===== src/rtl/bti_pkg.sv =====
// shared types, constants and codes for the bilinear table interpolator
`timescale 1ns / 1ps
`default_nettype none
package bti_pkg;

  localparam int DEF_MAX_X = 32;
  localparam int DEF_MAX_Y = 32;

  // control counter, wide enough for the largest breakpoint count and the divider
  localparam int CNT_W = 9;
  // numerator magnitude of the four-corner sum
  localparam int NUM_W = 98;
  localparam int DEN_W = 64;

  localparam int CFG_IDX_W = 1;
  localparam int CFG_W = 6;
  localparam logic [CFG_IDX_W-1:0] CFG_X_COUNT = 1'd0;
  localparam logic [CFG_IDX_W-1:0] CFG_Y_COUNT = 1'd1;
  localparam logic [CFG_W-1:0] COUNT_RESET = 6'd2;

  localparam logic [CNT_W-1:0] TERM_LAST = 9'd15;
  localparam logic [CNT_W-1:0] DIV_LAST = CNT_W'(NUM_W - 1);

  typedef enum logic [1:0] {
    MODE_WR_X    = 2'd0,
    MODE_WR_Y    = 2'd1,
    MODE_WR_GRID = 2'd2,
    MODE_QUERY   = 2'd3
  } mode_t;

  localparam logic [1:0] ST_OK   = 2'd0;
  localparam logic [1:0] ST_ZERO = 2'd1;
  localparam logic [1:0] ST_SAT  = 2'd2;

  typedef enum logic [3:0] {
    S_IDLE,
    S_CLAMP_LO,
    S_CLAMP_HI,
    S_CLAMP_DO,
    S_SEARCH,
    S_DRAIN,
    S_ZCHECK,
    S_TERM,
    S_DEN,
    S_DIV_INIT,
    S_DIV,
    S_SAT,
    S_FINISH
  } state_t;

  typedef struct packed {
    logic             load_q;
    logic             rd_lo;
    logic             rd_hi;
    logic             clamp_lo;
    logic             clamp_hi;
    logic             srch_rd;
    logic             zchk;
    logic             term;
    logic             den_mul;
    logic             div_init;
    logic             div_step;
    logic             sat;
    logic             zero_out;
    logic             out_load;
    logic [CNT_W-1:0] cnt;
  } cmd_t;

  typedef struct packed {
    logic srch_last;
    logic zero_w;
    logic out_free;
  } sts_t;

endpackage
`default_nettype wire


===== src/rtl/bti_ctrl.sv =====
// query sequencer of the bilinear table interpolator
`timescale 1ns / 1ps
`default_nettype none
module bti_ctrl (
  input  wire logic           clk,
  input  wire logic           rst,
  input  wire logic           in_fire,
  input  wire logic           in_query,
  input  wire bti_pkg::sts_t  sts,
  output bti_pkg::cmd_t       cmd,
  output logic                in_ready
);
  import bti_pkg::*;

  state_t           state, state_next;
  logic [CNT_W-1:0] cnt, cnt_next;

  always_ff @(posedge clk) begin
    if (rst) begin
      state <= S_IDLE;
      cnt   <= '0;
    end else begin
      state <= state_next;
      cnt   <= cnt_next;
    end
  end

  always_comb begin
    state_next = state;
    cnt_next   = cnt;
    cmd        = '0;
    cmd.cnt    = cnt;
    in_ready   = 1'b0;
    unique case (state)
      S_IDLE: begin
        in_ready = 1'b1;
        if (in_fire && in_query) begin
          cmd.load_q = 1'b1;
          state_next = S_CLAMP_LO;
        end
      end
      S_CLAMP_LO: begin
        cmd.rd_lo  = 1'b1;
        state_next = S_CLAMP_HI;
      end
      S_CLAMP_HI: begin
        cmd.rd_hi    = 1'b1;
        cmd.clamp_lo = 1'b1;
        state_next   = S_CLAMP_DO;
      end
      S_CLAMP_DO: begin
        cmd.clamp_hi = 1'b1;
        cnt_next     = '0;
        state_next   = S_SEARCH;
      end
      S_SEARCH: begin
        cmd.srch_rd = 1'b1;
        cnt_next    = cnt + CNT_W'(1);
        if (sts.srch_last) begin
          state_next = S_DRAIN;
        end
      end
      S_DRAIN: begin
        state_next = S_ZCHECK;
      end
      S_ZCHECK: begin
        cnt_next = '0;
        if (sts.zero_w) begin
          cmd.zero_out = 1'b1;
          state_next   = S_FINISH;
        end else begin
          cmd.zchk   = 1'b1;
          state_next = S_TERM;
        end
      end
      S_TERM: begin
        cmd.term = 1'b1;
        cnt_next = cnt + CNT_W'(1);
        if (cnt == TERM_LAST) begin
          state_next = S_DEN;
        end
      end
      S_DEN: begin
        cmd.den_mul = 1'b1;
        state_next  = S_DIV_INIT;
      end
      S_DIV_INIT: begin
        cmd.div_init = 1'b1;
        cnt_next     = '0;
        state_next   = S_DIV;
      end
      S_DIV: begin
        cmd.div_step = 1'b1;
        cnt_next     = cnt + CNT_W'(1);
        if (cnt == DIV_LAST) begin
          state_next = S_SAT;
        end
      end
      S_SAT: begin
        cmd.sat    = 1'b1;
        state_next = S_FINISH;
      end
      S_FINISH: begin
        if (sts.out_free) begin
          cmd.out_load = 1'b1;
          state_next   = S_IDLE;
        end
      end
      default: begin
        state_next = S_IDLE;
      end
    endcase
  end

endmodule
`default_nettype wire


===== config.mk =====
export PLATFORM = sky130hd
export DESIGN_NAME = bti_ctrl
export DESIGN_NICKNAME = d
export VERILOG_FILES = /design/src/rtl/bti_pkg.sv /design/src/rtl/bti_ctrl.sv
export SDC_FILE = /design/constraint.sdc
export NUM_CORES = 1
export LEC_CHECK = 0
export ABC_AREA = 1
export BUFFER_PORTS_ARGS = -buffer_cell sky130_fd_sc_hd__buf_2
export CAP_MARGIN = 30
export CORE_ASPECT_RATIO = 1.25
export CORE_MARGIN = 2
export CORE_UTILIZATION = 45
export CTS_BUF_LIST = sky130_fd_sc_hd__clkbuf_4 sky130_fd_sc_hd__clkbuf_8
export DETAILED_ROUTE_END_ITERATION = 8
export PLACE_DENSITY = 0.69
export SYNTH_ARGS = -nofsm -noshare
export SYNTH_HDL_FRONTEND = slang
export SYNTH_SLANG_ARGS = --single-unit

===== constraint.sdc =====
create_clock -name clk -period 3.7 [get_ports clk]
set_input_delay 0 -clock clk [delete_from_list [all_inputs] [get_ports clk]]
set_output_delay 0 -clock clk [all_outputs]
set_load 0.005 [all_outputs]

== Word-level counts from Yosys, hierarchy flattened ==
Cells that the tools add are included.
Cells by class
  add/sub/neg operators: 1
  equality and inequality tests: 19
  multiplexer cells: 26
  reduce and logical (&&, ||, !) cells: 6
Operator list (number)
  $pmux W4 S13: 1
  $mux W4: 6
  $eq A4 B4 Y1 const B: 5
  $pmux W9 S2: 1
  $mux W1: 17
  $eq A4 B3 Y1 const B: 4
  $ne A2 B2 Y1 const B: 5
  $add A9 B1 Y9 const B: 1
  $eq A9 B4 Y1 const B: 1
  $eq A9 B7 Y1 const B: 1
  $eq A4 B2 Y1 const B: 2
  $reduce_or A3 Y1: 2
  $reduce_and A5 Y1: 1
  $eq A4 B1 Y1 const B: 1
  $logic_not A4 Y1: 1
  $mux W2: 1
  $reduce_bool A2 Y1: 1
  $logic_and A1 B1 Y1: 1
Storage, ports and cells
  register bits: 13
  input port bits: 7
  output and inout port bits: 24
  word-level logic and storage cells: 54

== Depth between registers and ports, before layout ==
Gate-level depths: netlist of the first run.
  depth after elaboration: 3
  depth in mapped cells: 10

== Least setup slack after synthesis of the first run ==
Ideal clock, no wire load.
  path kind: register -> register
  start: register cnt[0]
  end: register state[0]
  setup time: 0.115 ns
  data arrival time: 1.311 ns
  path slack: 2.274 ns
  stages on the path, launching flop included: 11
  path buffers: 0
  period minus slack after synthesis: 1.426 ns
  path through: dfxtp_1 ha_1 nand2_1 nor2_1 nand2_1 nand2_1 nand2_1 nor2_2 nand3_1 nand2_1 nor2_1
On the way
  word-level cells in the longest chain between the ends: 3
  elaborated cells between the ends (all ways): 5
RTL lines
  from (decl): RTL line bti_ctrl.sv:16  | logic [CNT_W-1:0] cnt, cnt_next;
  from (signal assigned): RTL line bti_ctrl.sv:24  | cnt <= cnt_next;
  $eq A9 B7 Y1 / $eq A9 B4 Y1 (equally long branches): RTL line bti_ctrl.sv:95, bti_ctrl.sv:79
  $ne A2 B2 Y1 (no line)
  $reduce_and A5 Y1 (no line) (*)
  to (signal assigned): RTL line bti_ctrl.sv:23  | state <= state_next;
  to (decl): RTL line bti_ctrl.sv:15  | state_t state, state_next;
Every way passes the cells marked *; elsewhere a longest branch is shown, timed or not.
A chain may end at the register's enable or synchronous reset.

== Final worst setup path of the first run ==
  start: register cnt[0]
  end: register state[3]
The elaborated chain is that of the path after synthesis.

==> results of run 1 <==
registers in the layout, summed over array words and instances, names as in the netlist:
signal	count
cnt	9
state	4
cells in the final DEF (no fill, tap or decap), types with 4 or more instances in the layout:
master	n
buf_2	30
clkbuf_4	4
nor2_4	4
nand3_1	15
dfxtp_1	13
a21oi_1	13
nor2_1	34
o21ai_0	5
nand2_1	39
inv_1	25
metrics by stage:
step / cell area [µm²] / hold slack [ns]
floorplan: 1003 / 0.06907
global placement: 1170 / 0.2337
detailed placement: 1170 / 0.2408
CTS: 1210 / 0.1843
global route: 1210 / 0.2666
finish: 1210 / 0.1878
cell type report:
class	count	area [µm²]	share of cell area, %
clock buffers	4	30.03	2.482
inverters	27	101.3	8.376
multi-input cells	127	619.3	51.19
flip-flops and latches	13	260.3	21.51
well taps	31	38.79	3.206
repair buffers	31	160.2	13.24
kinds of logic after synthesis:
family,count (synthesis),share of synthesized area [%]
AND/OR/NAND/NOR,104,48.38
buffers and inverters,29,12.34
AO/OA/AOI/OAI,21,10.85
flip-flops,13,25.94
adder cells (fa/ha/maj),2,2.493
worst paths after layout:
path                from  cells past startpoint       end
setup / recovery  cnt[0]                     10  state[3]
hold / removal    sts[1]                      6  state[1]
setup reg to reg  cnt[0]                     10  state[3]
hold reg to reg   cnt[4]                      2    cnt[4]
power by group:
| part | leakage [nW] | internal [mW] | total, mW | switching [mW] |
|---|---|---|---|---|
| Sequential | 0.106 | 0.162 | 0.198 | 0.0360 |
| Combinational | 0.502 | 0.120 | 0.324 | 0.204 |
| Clock | 0.0184 | 0.0494 | 0.0986 | 0.0492 |
| Total | 0.626 | 0.331 | 0.621 | 0.290 |
layer usage:
metal  GRT usage (%)  vias to the layer above  part of all wire, %
met5               0                        -                    0
met4           17.55                        0                  5.7
met3           1.929                       11                  4.5
met2           31.35                       38                   48
met1           21.98                      486                   42
li1                -                      596                    -
worst register-to-register path, cell delays in order, from the launching register on:
cell and delay (ns):
dfxtp_1 0.44, ha_1 0.23, nand2_1 0.08, nor2_1 0.17
nand2_1 0.07, nand2_1 0.06, nand2_1 0.06, nor2_2 0.19
nand3_1 0.10, nand2_1 0.08, nor2_1 0.04
==> results.toml, run 1 <==
[global_route]
grt_max_degree = 12
grt_overflow = 0
antenna_found_initial = 0
grt_usage_pct = 19.81
grt_pass1_wl_um = 3753
first_global_vias = 959

[drt]
via_per_inst = 4.854
routed_wl_um = 2431
routedWlPerCell_um = 10.43
drt_iter0_drc = 25
dr.pass1.iters = 5
ant_nets = 0
drc = 0
vias = 1131

[floorplanning]
dieArea_mm2 = 0.002626
die_h_um = 56.80
ios = 31
num_rows = 19
initial_core_util_pct = 46.39
die_w_um = 46.24
coreArea_mm2 = 0.002163

[synthesis]
postSynthAreaPerCell_um2 = 5.938
ys.flop_type = "dfxtp_1"
synth_cells = 169
synth_common_cells = "39 x nand2_1, 34 x nor2_1, 25 x inv_1"
synthMostInstantiatedCell = "nand2_1"
yosysWarningCount = 0
synth_top_area_cell = "dfxtp_1"
synth_fp_nets = 178
syn_area_mm2 = 0.001003
synth_cell_types = 21
synth_top_area_share_pct = 25.94
yosysSeqAreaShare_pct = 25.94
ys_top_cells_by_area = "dfxtp_1 26%, nand2_1 15%, nor2_1 13%"
ys_ff_latch = 13
synth-async-reset-ratio_pct = 0
synth-edff-count = 0

[layout]
antenna-diode-count = 0
area_delta_synth_final_pct = 20.57
fin_util_pct = 55.93
fin_nets = 212
fin_cells = 233
fillers = 239
final_layout_size_suffix_gt1_share_pct = 24.26

[power_and_ir_drop]
powerDensity_mw_per_mm2 = 513.0
p_total_uw = 620.7
leakagePower_nw = 0.6260
peakVddDrop_mv = 0.3875

[setup_path]
cp_max_fo = 7
cp_common_cell = "nand2_1"
slowest_stage = "dfxtp_1"
crit_path_end_kind = "flip-flop"
arrival_ns = 1.80
timing.reg2reg.setup_slack_ns = 2.09
start_kind = "flip-flop"
path_cells = "ha_1 -> nand2_1 -> nor2_1 -> nand2_1 -> nand2_1 -> nand2_1 -> nor2_2 -> nand3_1 -> nand2_1 -> nor2_1"
required_ns = 3.89
critPathTopFamily = "simple AND/OR/NAND/NOR gates"
path_class = "flip-flop to flip-flop"
cp_slowest_stage_delay_ns = 0.44
path_buf_inv = 0

[clock_tree]
hold_buffers = 1
clockBufferDepth = 2
cts_tree = "done"
cts_setup_buffers = 0
ctsResizeCount = 0
clkSinkCount = 13
cts_max_level = 1
clock_latency_ns = 0.29
clk_pin_slew_worst_paths_ns = 0.08
cts_root_buffer = "clkbuf_4"
numCtsBuffers = 3

[run_status]
outcome = "finished, final reports clean"

[placement]
place.gp.congestion = 0.9152
dp_hpwl_um = 1988
dp.cells = 228
port_buffers = 30
pre_cts_ws_ns = 2.116

[sta]
fmax_mhz = 622.9
fin_crit_ns = 1.605
finalClockSkew_ns = 0.004226
final_hold_viol_count = 0
timing.final.crit_share_pct = 43.39
setup_viol_count_final = 0
worstMarginPinSlew_ns = 0.3878
finalMaxSlewViolations = 0
slew_headroom_pct = 73.98
setup_tns_ns = 0
rsz0062_at_grt = "false"
finalWorstSetupSlack_ns = 2.095

[hold_path]
hp-class = "input port to flip-flop"

[run]
max_cap_viol_count = 0
Power figures use the tool's default switching activity.
==> inputs of run 2 (changes only) <==
Settings changed: PLACE_DENSITY 0.69 to 0.71.
Clock period 3.7 ns to 1.3 ns, I/O delays scaled along.
==> run 2 against run 1 <==
  * The flow now finishes with violations (setup timing)
  * Utilization grew 17 points
  * Clock-buffer cell count unchanged
  * Power grew to 3.7 times the previous value
  * Critical endpoint is now cnt[3]
==> results.toml, run 2 (synthesized netlist as in run 1, its figures left out) <==
[setup_path]
rr_endpoint = "cnt[3]"
start_kind = "flip-flop"
worst-r2r-cell-count = 8
required_ns = 1.52
startpoint = "state[2]"
cp_max_fo = 6
arrival_ns = 1.60
reg2reg_from = "state[2]"
path_class = "flip-flop to flip-flop"
crit_path_end_kind = "flip-flop"
timing.reg2reg.setup_slack_ns = -0.08

[sta]
fmax_mhz = 723.8
hold_slack_ns = 0.1093
worstMarginPinSlew_ns = 0.2788
finalWorstSetupSlack_ns = -0.08164
fin_crit_ns = 1.382
timing.final.crit_share_pct = 106.3
finalClockSkew_ns = 0.001798
rsz0062_at_grt = "true"
finalMaxSlewViolations = 0
final_hold_viol_count = 0
slew_headroom_pct = 81.39
setup_viol_count_final = 10

[floorplanning]
coreArea_mm2 = 0.002163
initial_core_util_pct = 46.39
ios = 31
die_w_um = 46.24
dieArea_mm2 = 0.002626
die_h_um = 56.80
num_rows = 19

[drt]
routed_wl_um = 3214
vias = 1297
dr.pass1.iters = 4
drc = 0
via_per_inst = 5.027
drt_iter0_drc = 47
ant_nets = 0
routedWlPerCell_um = 12.46

[clock_tree]
clk_pin_slew_worst_paths_ns = 0.08
clockBufferDepth = 2
cts_max_level = 1
cts_tree = "done"
clkSinkCount = 13
numCtsBuffers = 3
cts_root_buffer = "clkbuf_4"
clock_latency_ns = 0.28

[placement]
placed_area_mm2 = 0.001353
dp.cells = 248
port_buffers = 30
place.gp.congestion = 0.9463
dp_hpwl_um = 2322

[layout]
final_layout_size_suffix_gt1_share_pct = 48.90
fin_nets = 237
antenna-diode-count = 0
top_register = "cnt"
stdcell_area_mm2 = 0.001577
largestRegisters = "cnt x9, state x4"
largest_reg_flops = 9
layout_common_cells = "29 x nand2_1, 29 x buf_2, 27 x nor2_1"
area_delta_synth_final_pct = 57.11
fin_cells = 258

[hold_path]
hp-class = "input port to flip-flop"
min_delay_worst_endpoint = "state[0]"
hp-start = "rst"
min_path_cells = 4

[global_route]
grt_usage_pct = 24.11
first_global_vias = 1155
antenna_found_initial = 0
grt_overflow = 0
grt_pass1_wl_um = 4616
grt_max_degree = 12

[power_and_ir_drop]
powerDensity_mw_per_mm2 = 1475
leakagePower_nw = 0.7938
peakVddDrop_mv = 0.9997

[run_status]
outcome = "finished, violations left"
violations = "setup timing"

[run]
max_cap_viol_count = 0
[run 2: changes by cell type in the layout (fill, tap and decap cells not counted), moves of 5 or more]
cell / before / now
dfxtp_4: 0 / 6
nand2_1: 39 / 29
nand2_2: 3 / 10
buf_4: 0 / 21
nor2_1: 34 / 27
dfxtp_1: 13 / 5
a21oi_1: 13 / 7
a21oi_2: 0 / 6
nor2_4: 4 / 9
[run 2: layout make-up]
class,count,area (µm²)
well taps,31,38.79
fillers,185,586.8
repair buffers,55,357.8
clock buffers,4,30.03
inverters,27,106.4
multi-input cells,128,758.2
flip-flops and latches,13,285.3
[run 2: timing repair]
action / in CTS / in global routing
cloned: 0 / 1
hold buffers: 1 / 0
pin swaps: 5 / 13
endpoints found under the hold margin: 4 / 0
resized for setup: 20 / 29
setup endpoints to repair: 18 / 18
buffers inserted: 0 / 4
[run 2: worst max-delay path by stage]
stage / endpoint / slack (ns) / depth (start not counted)
6_report: cnt[3] / -0.08 / 8
5_1_grt: state[3] / -0.18 / 10
4_1_cts: state[3] / -0.05 / 10
3_5_place_dp: cnt[6] / -0.11 / 8
3_3_place_gp: state[0] / -0.09 / 10
2_1_floorplan: state[0] / 0.004 / 10
[run 2: stage by stage]
stage / utilization (%) / TNS, ns / worst slack (ns) / power, mW
after floorplan: - / 0 / 0.004311 / 1.300
after detailed placement: 62.52 / -0.8880 / -0.1124 / 1.703
after CTS: 67.26 / -0.1482 / -0.04553 / 2.109
after global placement: 62.52 / -0.5738 / -0.08958 / 1.672
final: 72.87 / -0.5801 / -0.08164 / 2.326
after global routing: 72.87 / -1.519 / -0.1751 / 2.515
[run 2: routing by layer]
metal | up-vias | global-route usage (%) | part of all wire [%]
li1 | 645 | - | -
met1 | 574 | 24.75 | 39
met2 | 62 | 42.66 | 51
met3 | 16 | 3.215 | 5.1
met4 | 0 | 15.10 | 4.1
met5 | - | 0 | 0
[run 2: power by group]
part / internal (mW) / switching, mW / leakage (nW) / total [mW]
logic: 0.636 / 0.779 / 0.665 / 1.41
registers: 0.494 / 0.131 / 0.111 / 0.625
clock network: 0.140 / 0.146 / 0.0184 / 0.286
[run 2: critical path: stages (launching register included)]
cell,delay [ns]
dfxtp_4,0.41
inv_4,0.06
nand2_4,0.10
nor2_4,0.06
nor2_4,0.14
nand2_4,0.11
nor2_4,0.22
nand2_1,0.09
a21oi_1,0.12
==> inputs of run 3 (changes only) <==
Settings changed: SKIP_CTS_REPAIR_TIMING set to 1.
==> run 3 against run 2 <==
  * The flow still finishes with violations (setup timing)
  * Combinational power rose by 4%
  * Critical endpoint is now cnt[7]
  * Power rose by 3.0%
  * Fmax fell by 1.5%
==> results.toml, run 3 (synthesized netlist as in run 1, its figures left out) <==
[layout]
final_common_cell = "nand2_1"
largestRegisters = "cnt x9, state x4"
regArea_um2 = 284.0
final_layout_size_suffix_gt1_share_pct = 52.40
area_delta_synth_final_pct = 62.09
fillers = 173
antenna-diode-count = 0
layout_common_cells = "30 x nand2_1, 29 x buf_2, 22 x nor2_1"
top_register = "cnt"
largest_reg_flops = 9
multiInputGateArea_um2 = 789.5
fin_nets = 239

[sta]
finalClockSkew_ns = 0.001413
setup_tns_ns = -0.3768
hold_slack_ns = 0.1748
rsz0062_at_grt = "true"
finalMaxSlewViolations = 0
finalWorstSetupSlack_ns = -0.1032
timing.final.crit_share_pct = 107.9
final_hold_viol_count = 0
fmax_mhz = 712.7
fin_crit_ns = 1.403
slew_headroom_pct = 80.76
worstMarginPinSlew_ns = 0.2883
setup_viol_count_final = 10

[clock_tree]
cts_max_level = 1
cts_tree = "done"
clkSinkCount = 13
numCtsBuffers = 3
clockBufferDepth = 2
cts_root_buffer = "clkbuf_4"
clock_latency_ns = 0.29
clk_pin_slew_worst_paths_ns = 0.08

[setup_path]
arrival_ns = 1.60
crit_path_end_kind = "flip-flop"
cp_slowest_stage_delay_ns = 0.38
slowest_stage = "dfxtp_4"
start_kind = "flip-flop"
required_ns = 1.50
path_buf_inv = 2
path_class = "flip-flop to flip-flop"
path_cells = "buf_4 -> buf_6 -> nand4_1 -> nor2_4 -> nand3_4 -> o21ai_2 -> nor2_2"
critPathTopFamily = "simple AND/OR/NAND/NOR gates"
cp_max_fo = 4

[run_status]
outcome = "finished, violations left"
violations = "setup timing"

[placement]
place.gp.congestion = 0.9463
dp_hpwl_um = 2322
port_buffers = 30

[global_route]
antenna_found_initial = 0
first_global_vias = 1106
grt_usage_pct = 22.74
grt_overflow = 0
grt_max_degree = 12
grt_pass1_wl_um = 4340

[floorplanning]
dieArea_mm2 = 0.002626
ios = 31
initial_core_util_pct = 46.39
coreArea_mm2 = 0.002163
die_w_um = 46.24
die_h_um = 56.80
num_rows = 19

[drt]
ant_nets = 0
dr.pass1.iters = 4
via_per_inst = 4.888
drt_iter0_drc = 36
drc = 0
vias = 1271
routed_wl_um = 3207
routedWlPerCell_um = 12.33

[power_and_ir_drop]
peakVddDrop_mv = 0.9096
leakagePower_nw = 0.8243
powerDensity_mw_per_mm2 = 1473

[hold_path]
hp-class = "input port to flip-flop"

[run]
max_cap_viol_count = 0
==> run 3: cell count changes in the layout (fill, tap and decap cells not counted), moves of 2 or more <==
cell,delta
inv_2,+5
nor2_1,-5
inv_1,-4
nand2_2,-4
nor2_2,+4
nand2_4,+3
a21oi_1,+2
a21oi_2,-2
buf_6,+2
==> run 3: final cells by class <==
cell class	count	share of cell area, %
multi-input cells	128	48.54
repair buffers	57	23.38
flip-flops and latches	13	17.46
inverters	27	6.385
well taps	31	2.385
clock buffers	4	1.846
==> run 3: through the flow <==
stage | total power, mW | area [µm²] | utilization [%] | instances | worst slack (ns)
after floorplan | 1.300 | 1036 | - | 169 | 0.004311
after global placement | 1.672 | 1353 | 62.52 | 248 | -0.08958
after detailed placement | 1.703 | 1353 | 62.52 | 248 | -0.1124
after CTS | 1.985 | 1383 | 63.91 | 252 | -0.1385
after global routing | 2.588 | 1627 | 75.19 | 260 | -0.1613
final | 2.397 | 1627 | 75.19 | 260 | -0.1032
==> run 3: tightest hold or removal path, delay by kind of cell <==
family | cells | cell delay, ns
compound gates | 2 | 0.18
buf+inv | 2 | 0.14
simple gates | 2 | 0.12
==> run 3: layer usage <==
layer	up-vias	share of wire (%)	global-route usage (%)
met5	-	0	0
met4	0	3.4	11.84
met3	11	4.6	3.215
met2	46	53	42.26
met1	563	39	22.38
li1	651	-	-
==> run 3: final timing paths <==
path	start	endpoint	slack, ns	depth (start not counted)
hold / removal	sts[1]	state[1]	0.17	6
hold reg to reg	cnt[6]	cnt[6]	0.53	2
setup / recovery	cnt[0]	cnt[7]	-0.10	7
setup reg to reg	cnt[0]	cnt[7]	-0.10	7
==> run 3: power by group <==
group          switching [mW]  internal (mW)
Sequential              0.141          0.495
Combinational           0.807          0.665
Clock                   0.148          0.141
Total                    1.10           1.30
